==> src/rtl/spvf_pkg.sv <==
// Package for the SPIR-V word stream filter.
// Holds the result kinds, instruction actions, protocol constants and the result set type.
// No dependencies.
package spvf_pkg;

	localparam int unsigned WORD_W = 32;

	// Header framing.
	localparam int unsigned HDR_IDX_W = 3;
	localparam logic [HDR_IDX_W-1:0] HEADER_WORDS = 3'd5;
	localparam int unsigned HDR_STORE_N = 4;
	localparam int unsigned HDR_STORE_IDX_W = 2;

	// Protocol constants.
	localparam logic [WORD_W-1:0] SPV_MAGIC = 32'h0723_0203;
	localparam logic [15:0] OPC_NAME = 16'd5;
	localparam logic [15:0] OPC_DECORATE = 16'd71;
	localparam logic [WORD_W-1:0] DEC_LINKAGE = 32'd41;

	// Configuration registers.
	localparam int unsigned CFG_IDX_W = 1;
	localparam logic [CFG_IDX_W-1:0] CFG_MIN_VERSION = 1'd0;
	localparam logic [CFG_IDX_W-1:0] CFG_MAX_VERSION = 1'd1;
	localparam logic [WORD_W-1:0] MIN_VERSION_RST = 32'h0001_0000;
	localparam logic [WORD_W-1:0] MAX_VERSION_RST = 32'h0001_0200;

	// Results caused by one input word.
	localparam int unsigned RES_MAX = 6;
	localparam int unsigned RES_CNT_W = 3;
	localparam int unsigned RES_IDX_W = 3;
	localparam int unsigned KIND_W = 3;

	typedef enum logic [KIND_W-1:0] {
		KIND_DATA     = 3'd0,
		KIND_DONE     = 3'd1,
		KIND_MAGIC    = 3'd2,
		KIND_VERSION  = 3'd3,
		KIND_RESERVED = 3'd4,
		KIND_ZERO     = 3'd5,
		KIND_TRUNC    = 3'd6
	} kind_t;

	typedef enum logic [1:0] {
		ACT_PASS = 2'd0,
		ACT_DROP = 2'd1,
		ACT_HOLD = 2'd2
	} act_t;

	// One set of results produced by a single input word.
	typedef struct packed {
		logic [RES_CNT_W-1:0] cnt;
		logic [RES_MAX-1:0][WORD_W-1:0] word;
		logic [RES_MAX-1:0][KIND_W-1:0] kind;
	} res_set_t;

	// Result buffer status seen by the input side.
	typedef struct packed {
		logic busy;
		logic last_take;
	} ob_stat_t;

endpackage

==> src/rtl/spvf_parse.sv <==
// Header check and instruction framing state for the SPIR-V word stream filter.
// Turns one registered word into a result set and updates the parse state.
// Depends on spvf_pkg.
module spvf_parse (
	input  logic                          clk,
	input  logic                          arst_n,
	input  logic                          fire,
	input  logic [spvf_pkg::WORD_W-1:0]   word,
	input  logic                          eos,
	input  logic [spvf_pkg::WORD_W-1:0]   min_version,
	input  logic [spvf_pkg::WORD_W-1:0]   max_version,
	output spvf_pkg::res_set_t            res
);

	logic [spvf_pkg::HDR_IDX_W-1:0] hidx_q, hidx_d;
	logic [spvf_pkg::WORD_W-1:0]    hstore_q [spvf_pkg::HDR_STORE_N];
	logic [15:0]                    wleft_q, wleft_d;
	logic [1:0]                     pos_q, pos_d;
	spvf_pkg::act_t                 act_q, act_d;
	logic [spvf_pkg::WORD_W-1:0]    held0_q, held1_q;
	logic                           failed_q, failed_d;

	logic                           hst_we, h0_we, h1_we;
	logic                           err, tail;
	spvf_pkg::kind_t                ekind, tkind;
	logic [spvf_pkg::RES_CNT_W-1:0] nd;
	logic [spvf_pkg::RES_MAX-1:0][spvf_pkg::WORD_W-1:0] dw;
	logic [15:0]                    wc;
	logic [15:0]                    op;

	assign wc = word[31:16];
	assign op = word[15:0];

	always_comb begin
		nd = '0;
		dw = '0;
		err = 1'b0;
		ekind = spvf_pkg::KIND_MAGIC;
		hidx_d = hidx_q;
		wleft_d = wleft_q;
		pos_d = pos_q;
		act_d = act_q;
		failed_d = failed_q;
		hst_we = 1'b0;
		h0_we = 1'b0;
		h1_we = 1'b0;
		if (!failed_q) begin
			if (hidx_q < spvf_pkg::HEADER_WORDS) begin
				priority if (hidx_q == 3'd0 && word != spvf_pkg::SPV_MAGIC) begin
					err = 1'b1;
					ekind = spvf_pkg::KIND_MAGIC;
				end else if (hidx_q == 3'd1 && (word < min_version || word > max_version)) begin
					err = 1'b1;
					ekind = spvf_pkg::KIND_VERSION;
				end else if (hidx_q >= spvf_pkg::HEADER_WORDS - 3'd1) begin
					if (word != '0) begin
						err = 1'b1;
						ekind = spvf_pkg::KIND_RESERVED;
					end else begin
						// Header passed: release the held words and the reserved word.
						dw[0] = hstore_q[0];
						dw[1] = hstore_q[1];
						dw[2] = hstore_q[2];
						dw[3] = hstore_q[3];
						dw[4] = word;
						nd = 3'd5;
						hidx_d = spvf_pkg::HEADER_WORDS;
					end
				end else begin
					hst_we = 1'b1;
					hidx_d = hidx_q + 3'd1;
				end
			end else if (wleft_q == '0) begin
				if (wc == '0) begin
					err = 1'b1;
					ekind = spvf_pkg::KIND_ZERO;
				end else begin
					wleft_d = wc - 16'd1;
					pos_d = 2'd1;
					priority if (op == spvf_pkg::OPC_NAME) begin
						act_d = spvf_pkg::ACT_DROP;
					end else if (op == spvf_pkg::OPC_DECORATE && wc >= 16'd3) begin
						act_d = spvf_pkg::ACT_HOLD;
						h0_we = 1'b1;
					end else begin
						act_d = spvf_pkg::ACT_PASS;
						dw[0] = word;
						nd = 3'd1;
					end
				end
			end else begin
				wleft_d = wleft_q - 16'd1;
				pos_d = (pos_q == 2'd3) ? 2'd3 : pos_q + 2'd1;
				unique case (act_q)
					spvf_pkg::ACT_PASS: begin
						dw[0] = word;
						nd = 3'd1;
					end
					spvf_pkg::ACT_HOLD: begin
						if (pos_q <= 2'd1) begin
							h1_we = 1'b1;
						end else if (word == spvf_pkg::DEC_LINKAGE) begin
							act_d = spvf_pkg::ACT_DROP;
						end else begin
							dw[0] = held0_q;
							dw[1] = held1_q;
							dw[2] = word;
							nd = 3'd3;
							act_d = spvf_pkg::ACT_PASS;
						end
					end
					default: begin
					end
				endcase
			end
			if (err) begin
				failed_d = 1'b1;
			end
		end

		// The error, done or truncated result always closes the set.
		tail = !failed_q && (err || eos);
		if (err) begin
			tkind = ekind;
		end else if (hidx_d < spvf_pkg::HEADER_WORDS || wleft_d != '0) begin
			tkind = spvf_pkg::KIND_TRUNC;
		end else begin
			tkind = spvf_pkg::KIND_DONE;
		end

		res.cnt = nd + {2'b00, tail};
		for (int i = 0; i < spvf_pkg::RES_MAX; i++) begin
			if (spvf_pkg::RES_CNT_W'(i) < nd) begin
				res.word[i] = dw[i];
				res.kind[i] = spvf_pkg::KIND_DATA;
			end else if (spvf_pkg::RES_CNT_W'(i) == nd && tail) begin
				res.word[i] = '0;
				res.kind[i] = tkind;
			end else begin
				res.word[i] = '0;
				res.kind[i] = spvf_pkg::KIND_DATA;
			end
		end

		// End of stream starts a fresh module.
		if (eos) begin
			hidx_d = '0;
			wleft_d = '0;
			pos_d = '0;
			act_d = spvf_pkg::ACT_PASS;
			failed_d = 1'b0;
		end
	end

	always_ff @(posedge clk or negedge arst_n) begin
		if (!arst_n) begin
			hidx_q <= '0;
			wleft_q <= '0;
			pos_q <= '0;
			act_q <= spvf_pkg::ACT_PASS;
			failed_q <= 1'b0;
		end else if (fire) begin
			hidx_q <= hidx_d;
			wleft_q <= wleft_d;
			pos_q <= pos_d;
			act_q <= act_d;
			failed_q <= failed_d;
		end
	end

	always_ff @(posedge clk) begin
		if (fire && hst_we) begin
			hstore_q[hidx_q[spvf_pkg::HDR_STORE_IDX_W-1:0]] <= word;
		end
		if (fire && h0_we) begin
			held0_q <= word;
		end
		if (fire && h1_we) begin
			held1_q <= word;
		end
	end

endmodule

==> src/rtl/spvf_obuf.sv <==
// Result buffer for the SPIR-V word stream filter.
// Holds one result set and hands it out one beat per cycle while out_stall is low.
// Depends on spvf_pkg.
module spvf_obuf (
	input  logic                         clk,
	input  logic                         arst_n,
	input  logic                         load,
	input  spvf_pkg::res_set_t           res,
	output spvf_pkg::ob_stat_t           stat,
	output logic                         out_valid,
	input  logic                         out_stall,
	output logic [spvf_pkg::WORD_W-1:0]  out_word,
	output logic [spvf_pkg::KIND_W-1:0]  kind,
	output logic                         run_last
);

	logic [spvf_pkg::WORD_W-1:0]    word_q [spvf_pkg::RES_MAX];
	logic [spvf_pkg::KIND_W-1:0]    kind_q [spvf_pkg::RES_MAX];
	logic [spvf_pkg::RES_CNT_W-1:0] cnt_q;
	logic [spvf_pkg::RES_IDX_W-1:0] rd_q;
	logic                           busy_q;
	logic                           take;
	logic                           last;

	assign last = (rd_q == cnt_q - 3'd1);
	assign take = busy_q && !out_stall;

	assign stat.busy = busy_q;
	assign stat.last_take = take && last;

	assign out_valid = busy_q;
	assign out_word = word_q[rd_q];
	assign kind = kind_q[rd_q];
	assign run_last = last;

	always_ff @(posedge clk or negedge arst_n) begin
		if (!arst_n) begin
			busy_q <= 1'b0;
			cnt_q <= '0;
			rd_q <= '0;
		end else if (load) begin
			busy_q <= 1'b1;
			cnt_q <= res.cnt;
			rd_q <= '0;
		end else if (take) begin
			if (last) begin
				busy_q <= 1'b0;
			end else begin
				rd_q <= rd_q + 3'd1;
			end
		end
	end

	always_ff @(posedge clk) begin
		if (load) begin
			for (int i = 0; i < spvf_pkg::RES_MAX; i++) begin
				word_q[i] <= res.word[i];
				kind_q[i] <= res.kind[i];
			end
		end
	end

endmodule

==> src/rtl/spirv_word_stream_filter_unit.sv <==
// Top level of the SPIR-V word stream filter.
// Instantiates spvf_parse and spvf_obuf; depends on spvf_pkg.
//
// Usage: a SPIR-V module enters one 32-bit word per beat on the in channel
// (in_word, end_of_stream, in_valid, in_stall). The five header words are checked
// and the first four held; all five leave together once the reserved word is zero.
// After the header, OpName instructions are removed, and OpDecorate with the
// LinkageAttributes decoration is removed once its third word is known. Every
// other word passes unchanged on the out channel (out_word, kind, run_last,
// out_valid, out_stall). kind carries data, done or an error code; run_last
// marks the last beat caused by one input word.
// Throughput: one word per cycle while each word gives at most one result and
// out_stall is low. A word that gives several results holds the single result
// buffer until its last beat is taken, so the end of the header (up to six beats)
// or a released OpDecorate (up to four beats) stalls the input once the next word
// waits in the input register. The input register keeps taking a word while
// results still wait to be taken. Reset clears the parse state and loads the
// default version bounds (1.0 to 1.2). While out_stall is high, the current beat
// holds and the input stalls once both the input register and the result buffer
// are occupied. The version bounds are written through cfg_we, cfg_index and
// cfg_wdata; the user must write them only while the block is idle (not enforced).
module spirv_word_stream_filter_unit (
	input  logic                            clk,
	input  logic                            arst_n,
	input  logic [spvf_pkg::WORD_W-1:0]     in_word,
	input  logic                            end_of_stream,
	input  logic                            in_valid,
	output logic                            in_stall,
	output logic [spvf_pkg::WORD_W-1:0]     out_word,
	output logic [spvf_pkg::KIND_W-1:0]     kind,
	output logic                            run_last,
	output logic                            out_valid,
	input  logic                            out_stall,
	input  logic                            cfg_we,
	input  logic [spvf_pkg::CFG_IDX_W-1:0]  cfg_index,
	input  logic [spvf_pkg::WORD_W-1:0]     cfg_wdata
);

	logic [spvf_pkg::WORD_W-1:0] min_version_q;
	logic [spvf_pkg::WORD_W-1:0] max_version_q;

	logic [spvf_pkg::WORD_W-1:0] word_s1;
	logic                        eos_s1;
	logic                        valid_s1;

	spvf_pkg::ob_stat_t          ob_stat;
	spvf_pkg::res_set_t          res;
	logic                        buf_free;
	logic                        adv;
	logic                        accept;

	// Version bound registers.
	always_ff @(posedge clk or negedge arst_n) begin
		if (!arst_n) begin
			min_version_q <= spvf_pkg::MIN_VERSION_RST;
			max_version_q <= spvf_pkg::MAX_VERSION_RST;
		end else if (cfg_we) begin
			unique case (cfg_index)
				spvf_pkg::CFG_MIN_VERSION: min_version_q <= cfg_wdata;
				spvf_pkg::CFG_MAX_VERSION: max_version_q <= cfg_wdata;
				default: begin
				end
			endcase
		end
	end

	// The registered word moves on when the result buffer is empty or hands out
	// its final beat in this cycle.
	assign buf_free = !ob_stat.busy || ob_stat.last_take;
	assign adv = valid_s1 && buf_free;
	assign in_stall = valid_s1 && !buf_free;
	assign accept = in_valid && !in_stall;

	always_ff @(posedge clk or negedge arst_n) begin
		if (!arst_n) begin
			valid_s1 <= 1'b0;
		end else if (accept) begin
			valid_s1 <= 1'b1;
		end else if (adv) begin
			valid_s1 <= 1'b0;
		end
	end

	always_ff @(posedge clk) begin
		if (accept) begin
			word_s1 <= in_word;
			eos_s1 <= end_of_stream;
		end
	end

	spvf_parse u_parse (
		.clk         (clk),
		.arst_n      (arst_n),
		.fire        (adv),
		.word        (word_s1),
		.eos         (eos_s1),
		.min_version (min_version_q),
		.max_version (max_version_q),
		.res         (res)
	);

	// A word that causes no result never occupies the buffer.
	spvf_obuf u_obuf (
		.clk       (clk),
		.arst_n    (arst_n),
		.load      (adv && res.cnt != '0),
		.res       (res),
		.stat      (ob_stat),
		.out_valid (out_valid),
		.out_stall (out_stall),
		.out_word  (out_word),
		.kind      (kind),
		.run_last  (run_last)
	);

	// Error, done and truncated results always end the beats of their word.
	a_status_last: assert property (@(posedge clk) disable iff (!arst_n)
		(out_valid && kind != spvf_pkg::KIND_DATA) |-> run_last)
		else $error("status result is not the last beat of its word");

	// Status results carry a zero word.
	a_status_zero: assert property (@(posedge clk) disable iff (!arst_n)
		(out_valid && kind != spvf_pkg::KIND_DATA) |-> out_word == '0)
		else $error("status result carries a nonzero word");

	// The input only stalls while results are waiting to leave.
	a_stall_cause: assert property (@(posedge clk) disable iff (!arst_n)
		in_stall |-> out_valid)
		else $error("input stalled with no pending result");

endmodule

==> config.mk <==
export PLATFORM = sky130hd
export DESIGN_NAME = spirv_word_stream_filter_unit
export DESIGN_NICKNAME = d
export VERILOG_FILES = /design/src/rtl/spvf_pkg.sv /design/src/rtl/spvf_parse.sv /design/src/rtl/spvf_obuf.sv /design/src/rtl/spirv_word_stream_filter_unit.sv
export SDC_FILE = /design/constraint.sdc
export NUM_CORES = 1
export LEC_CHECK = 0
export BUFFER_PORTS_ARGS = -buffer_cell sky130_fd_sc_hd__buf_2
export CORE_MARGIN = 2
export CORE_UTILIZATION = 56
export DETAILED_ROUTE_END_ITERATION = 7
export PLACE_DENSITY = 0.84
export SLEW_MARGIN = 20
export SYNTH_ARGS = -nofsm -noshare
export SYNTH_HDL_FRONTEND = slang
export SYNTH_HIERARCHICAL = 1
export SYNTH_SLANG_ARGS = --single-unit
==> constraint.sdc <==
create_clock -name clk -period 18.9 [get_ports clk]
set_input_delay 1.89 -clock clk [delete_from_list [all_inputs] [get_ports clk]]
set_output_delay 1.89 -clock clk [all_outputs]
set_load 0.02 [all_outputs]
==> results.yml, run 1 <==
critical_path:
  worst_ep_arrival_time_ns: 7.88
  rr_endpoint: "u_obuf/word_q[1][14]"
  cp.required_ns: 19.12
  r2r_start: "word_s1[9]"
  worst_setup_path_end_kind: "flop"
  rrSetupSlack_ns: 11.23
  worst-path-max-fanout: 77
  rr_worst_depth: 17
  critical_path_class: "reg -> reg"
  critPathLaunchType: "flop"
logic_synthesis:
  synth_mux_area_frac: 0.0786
  synthAdderAreaFrac: 0.0382
  synth_top_area_share: 0.531
  synth-edff-count: 435
  ys.flop_type: "edfxtp_1"
  synth_top_family_by_area: "compound AO/OA/AOI/OAI gates"
  syn_inst: 1866
  yosysUniqueCellTypes: 84
  async_reset_ff_frac: 0.181
  yosysTopAreaCell: "edfxtp_1"
  synth_area_leaders: "edfxtp_1 (53%), dfrtp_1 (9.5%), ha_1 (3.8%)"
  ys_warn_count: 6
  syn-cell-area_mm2: 0.0246
  ys_seq_area_frac: 0.629
  synth-simple-area-share: 0.0951
  avgSynthCellArea_um2: 13.2
  synth_compound_area_frac: 0.0990
  ys_ff_latch: 531
  synth_xor_xnor_area_share: 0.00555
final_layout:
  diodes: 0
  n_fill_cell: 3076
  fin_nets: 2094
  fin_util: 0.628
  multiInputGateArea_mm2: 0.00811
  regArea_mm2: 0.0155
  drive_gt1_frac: 0.171
  synthToLayoutAreaGrowth_pct: 10.2
die:
  initial_utilization: 0.569
  die_h_um: 214
  placementRows: 76
  die_w_um: 214
  core_area_mm2: 0.0432
  ioPinCount: 109
  die_area_mm2: 0.0456
timing:
  slew_violations: 0
  worst_slew_pin_slew_ns: 1.03
  grt_setup_unrepaired: "no"
  setup_viol: 0
  setup_tns_ns: 0
  fin_worst_skew_ns: 0.0147
  hold_ws_ns: 0.506
  finalHoldViolations: 0
  relSlewSlack: 0.312
  max_clock_freq_mhz: 130
  finalWorstSetupSlack_ns: 11.23
  finalCritPeriodShare: 0.406
  fin_crit_ns: 7.67
pwr:
  p_comb_frac: 0.275
  power.share.clock: 0.280
  netSwitchingFraction: 0.333
  internal_power_mw: 2.41
  p_per_area_mw_per_mm2: 133
  vdd_ir_drop_max_mv: 0.0831
  seq_power_share: 0.445
  p_sw_mw: 1.20
  p_leak_nw: 9.78
global_route:
  antenna_found_initial: 1
  grt_pass1_wl_um: 88800
  grt_max_degree: 97
  grt_use_total: 0.256
  grt-ovfl-total: 0
  grt_pass1_vias: 15800
routing:
  first_pass_iters: 6
  drc: 0
  wl_per_cell_um: 22.2
  detail_route.iter0.violations: 1701
  drtAntennaViolNets: 0
  vias: 15600
  vias_per_cell: 6.07
  drt_wl_total_um: 57200
clock_network:
  postCtsSetupBuffers: 0
  cts_root_buffer: "clkbuf_16"
  htreeDepth: 2
  cts_hold_buf: 0
  clock_latency_ns: 0.59
  cts_tree: "yes"
  clk_pin_slew_ns: 0.06
  clockBufferDepth: 3
  cts_resized: 0
  clkSinkCount: 531
  cts_inserted_buffers: 50
placement:
  place_ws_ns: 11.23
  gp_congestion: 0.946
  portBuffers: 108
  place_hpwl_um: 36300
run:
  drv_cap: 0
hold_path:
  worstHoldPathType: "reg -> reg"
  holdCritStartpoint: "max_version_q[10]"
  worstHoldEndpoint: "max_version_q[10]"
  min_path_cells: 1
outcome:
  status: "complete, no violations"
[cell families after synthesis]
family | count (synthesis)
other cells | 1
xor+xnor | 14
simple gates | 486
buf+inv | 264
mux | 138
compound gates | 357
fa+ha+maj | 75
flops | 531
[power groups by stage]
stage	Clock, mW	Sequential (mW)	Combinational (mW)
finish	1.01	1.61	0.996
global route	1.06	1.63	1.09
CTS	1.02	1.60	0.998
detailed placement	0	1.63	0.993
global placement	0	1.61	0.973
floorplan	0	1.59	0.737
[cell usage after synthesis, types with 5 or more instances]
master and number:
edfxtp_1 435, nand2_1 156, nor2_1 144, a21oi_1 124, dfrtp_1 93, inv_1 91, ha_1 75, buf_4 73
clkbuf_1 72, a22oi_1 64, mux2_2 56, mux2i_1 37, and2_1 36, mux4_2 35, o21ai_0 32, a32o_1 28
nor3_1 25, nand4_1 21, nand3_1 19, o22ai_1 15, nor4_1 13, buf_1 12, or4_1 11, and3_1 10
a31oi_1 9, buf_2 9, mux2_4 8, nand2b_1 8, o21a_1 8, xor2_1 8, nor2b_1 7, a21boi_0 6
buf_6 6, o211ai_1 6, or3_1 6, a21o_1 5, a22o_1 5, o2bb2ai_1 5, xnor2_1 5
[critical path, stage by stage, from the launching register on]
cell      delay, ns
edfxtp_1       0.61
ha_1           0.40
nand4_1        0.15
or4_1          0.54
o32a_1         0.34
a2111o_1       0.48
a211oi_4       0.41
o21ai_0        0.26
nor2_1         0.25
nor2_1         0.09
ha_1           0.22
ha_1           0.20
xor2_1         0.20
nor3_1         0.10
a211oi_4       0.53
buf_4          0.75
buf_4          0.83
buf_4          0.80
[sequential cells by signal, indices dropped and copies added (netlist names), 18 cells and up]
signal / cells
u_parse/hstore_q: 128
u_obuf/kind_q: 18
u_parse/held1_q: 32
word_s1: 32
u_obuf/word_q: 192
max_version_q: 32
u_parse/held0_q: 32
min_version_q: 32
[cell usage in the layout (no fill, tap or decap), types with 15 or more instances in the layout]
| master | Yosys | layout |
|---|---|---|
| a21oi_1 | 124 | 121 |
| a22oi_1 | 64 | 64 |
| a32o_1 | 28 | 28 |
| and2_1 | 36 | 34 |
| buf_2 | 9 | 107 |
| buf_4 | 73 | 28 |
| clkbuf_1 | 72 | 16 |
| clkbuf_16 | 0 | 53 |
| conb_1 | 1 | 68 |
| dfrtp_1 | 93 | 91 |
| edfxtp_1 | 435 | 435 |
| ha_1 | 75 | 75 |
| inv_1 | 91 | 91 |
| mux2_2 | 56 | 56 |
| mux2i_1 | 37 | 37 |
| mux4_2 | 35 | 35 |
| nand2_1 | 156 | 156 |
| nand3_1 | 19 | 19 |
| nand4_1 | 21 | 21 |
| nor2_1 | 144 | 142 |
| nor3_1 | 25 | 24 |
| o21ai_0 | 32 | 32 |
| o22ai_1 | 15 | 15 |
[worst max-delay path by stage]
stage,from,to,slack [ns]
after floorplan,word_s1[16],u_obuf/rd_q[0],5.95
after global routing,word_s1[16],u_obuf/word_q[2][8],10.72
after detailed placement,word_s1[9],u_obuf/word_q[4][11],11.23
final,word_s1[9],u_obuf/word_q[1][14],11.23
after global placement,word_s1[9],u_obuf/word_q[4][10],11.50
after CTS,word_s1[9],u_obuf/word_q[1][22],11.26
[final cells by class]
cell class,instances,share of cell area
clock buffer,73,0.0532
multi-input combinational,1138,0.299
inverter,91,0.0126
sequential,531,0.571
timing repair buffer,136,0.0285
tap,585,0.0270
clock inverter,20,0.00840
[stage by stage]
| stage | power [mW] | std cells | cell area, um^2 |
|---|---|---|---|
| detailed placement | 2.62 | 2480 | 25400 |
| global route | 3.77 | 2574 | 27100 |
| finish | 3.61 | 2574 | 27100 |
| CTS | 3.63 | 2573 | 27100 |
| global placement | 2.58 | 2480 | 25400 |
| floorplan | 2.33 | 1933 | 24800 |
[metal layers]
metal  vias to the layer above  part of all wire  track usage
met5                         -                 0            0
met4                         0             0.041        0.117
met3                       162             0.074       0.0340
met2                       761              0.49        0.429
met1                      7658              0.39        0.338
li1                       7049                 -            -
No activity file was read; power rests on OpenSTA's default activity.
==> inputs of run 2 (changes only) <==
--- a/config.mk
+++ b/config.mk
@@ -9,7 +9,7 @@
 export CORE_MARGIN = 2
 export CORE_UTILIZATION = 56
 export DETAILED_ROUTE_END_ITERATION = 7
-export PLACE_DENSITY = 0.84
+export PLACE_DENSITY = 0.82
 export SLEW_MARGIN = 20
 export SYNTH_ARGS = -nofsm -noshare
 export SYNTH_HDL_FRONTEND = slang
==> constraint.sdc (replaced) <==
create_clock -name clk -period 7.5 [get_ports clk]
set_input_delay 0.75 -clock clk [delete_from_list [all_inputs] [get_ports clk]]
set_output_delay 0.75 -clock clk [all_outputs]
set_load 0.02 [all_outputs]
==> results.yml, run 2 (synthesized netlist as in run 1, its figures left out) <==
outcome:
  status: "complete, no violations"
critical_path:
  rr_endpoint: "u_obuf/word_q[5][8]"
  critical_path_class: "reg -> reg"
  rrSetupSlack_ns: 1.79
  worst_ep_arrival_time_ns: 5.96
  cp.required_ns: 7.75
  critPathLaunchType: "flop"
  worst-path-max-fanout: 115
  r2r_start: "word_s1[9]"
  rr_worst_depth: 15
  crit_start: "word_s1[9]"
  worst_setup_path_end_kind: "flop"
routing:
  vias_per_cell: 6.07
  drc: 0
  drt_wl_total_um: 56700
  drtAntennaViolNets: 0
  detail_route.iter0.violations: 1551
  first_pass_iters: 7
  vias: 15600
  wl_per_cell_um: 22.0
run:
  drv_cap: 0
die:
  core_area_mm2: 0.0432
  die_area_mm2: 0.0456
  placementRows: 76
  initial_utilization: 0.569
  die_h_um: 214
  die_w_um: 214
  ioPinCount: 109
final_layout:
  synthToLayoutAreaGrowth_pct: 10.5
  final_cell_area_mm2: 0.0272
  fin_nets: 2096
  diodes: 0
  layout_common_cells: "edfxtp_1 (435), nand2_1 (156), nor2_1 (141)"
  mostFrequentLayoutCell: "edfxtp_1"
  drive_gt1_frac: 0.176
  largest_reg_flops: 192
  top_register: "u_obuf/word_q"
clock_network:
  cts_resized: 0
  cts_tree: "yes"
  cts_inserted_buffers: 51
  postCtsSetupBuffers: 0
  clk_pin_slew_ns: 0.06
  clkSinkCount: 531
  clock_latency_ns: 0.62
  cts_hold_buf: 0
  cts_root_buffer: "clkbuf_16"
  clockBufferDepth: 3
  htreeDepth: 2
placement:
  place_hpwl_um: 36200
  gp_congestion: 0.948
  portBuffers: 108
  place_area_mm2: 0.0255
timing:
  slew_violations: 0
  finalHoldViolations: 0
  relSlewSlack: 0.164
  setup_viol: 0
  max_clock_freq_mhz: 175
  fin_crit_ns: 5.71
  worst_slew_pin_slew_ns: 1.22
  fin_worst_skew_ns: 0.0320
  setup_tns_ns: 0
  grt_setup_unrepaired: "no"
  finalCritPeriodShare: 0.761
pwr:
  internal_power_mw: 6.02
  netSwitchingFraction: 0.336
  p_per_area_mw_per_mm2: 334
  power.share.clock: 0.278
  p_comb_frac: 0.277
  p_sw_mw: 3.05
  p_leak_nw: 9.79
  seq_power_share: 0.446
  vdd_ir_drop_max_mv: 0.212
global_route:
  grt_pass1_wl_um: 88300
  antenna_found_initial: 1
  grt-ovfl-total: 0
  grt_use_total: 0.255
  grt_pass1_vias: 15900
  grt_max_degree: 116
hold_path:
  worstHoldPathType: "in -> async"
## run 2: cell types whose count changed in the layout (fill, tap and decap cells not counted), sizes merged
cell | previous run | this run
clkbuf | 73 | 63
clkinvlp | 1 | 3
buf | 136 | 137
clkinv | 14 | 21
inv | 92 | 95
## run 2: cell type report
cell class              instances  area, um^2
flip-flops and latches        531       15500
clock inverters                32         323
multi-input cells            1138        8160
clock buffers                  63        1320
well taps                     585         732
inverters                      91         342
fillers                      3091       16000
repair buffers                137         826
## run 2: per-stage QoR
| stage | hold WS (ns) | setup slack (ns) | util | total power [mW] | instances |
|---|---|---|---|---|---|
| global route | 0.125 | 1.60 | 0.629 | 9.49 | 2577 |
| global placement | 0.488 | 1.98 | 0.590 | 6.54 | 2480 |
| detailed placement | 0.493 | 1.88 | 0.591 | 6.61 | 2482 |
| floorplan | 0.454 | -1.99 | - | 5.84 | 1933 |
| finish | 0.111 | 1.79 | 0.629 | 9.08 | 2577 |
| CTS | 0.105 | 1.83 | 0.629 | 9.13 | 2577 |
## run 2: how the worst max path moves through the flow
stage | endpoint | slack (ns) | depth (start not counted)
floorplan | u_obuf/cnt_q[2] | -1.99 | 16
global placement | u_obuf/word_q[4][8] | 1.98 | 15
detailed placement | u_obuf/word_q[4][8] | 1.88 | 15
CTS | u_obuf/word_q[4][16] | 1.83 | 15
global route | u_obuf/word_q[4][5] | 1.60 | 16
finish | u_obuf/word_q[5][8] | 1.79 | 15
## run 2: worst max-delay path: stages (launching register included)
cell      delay [ns]
edfxtp_1        0.62
ha_1            0.40
nand4_1         0.15
or4_1           0.54
o32a_1          0.33
a2111o_1        0.43
a211oi_4        0.48
o21ai_2         0.15
nor2_2          0.19
nor2_1          0.07
ha_2            0.20
ha_2            0.18
xor2_1          0.20
nor3_2          0.09
a211oi_4        0.66
buf_12          0.50
## run 2: power by group through the flow
stage | logic, mW | clock network (mW) | registers, mW
final | 2.51 | 2.52 | 4.05
after detailed placement | 2.51 | 0 | 4.10
after floorplan | 1.88 | 0 | 3.97
after global placement | 2.48 | 0 | 4.06
after global routing | 2.75 | 2.66 | 4.09
after CTS | 2.53 | 2.56 | 4.04
## run 2: metal layers
layer | vias up | routed length, um | global-route usage
met1 | 7637 | 22100 | 0.337
met5 | - | 13 | 0
met4 | 2 | 2090 | 0.110
met3 | 144 | 4800 | 0.0409
met2 | 803 | 27700 | 0.421
li1 | 7055 | - | -
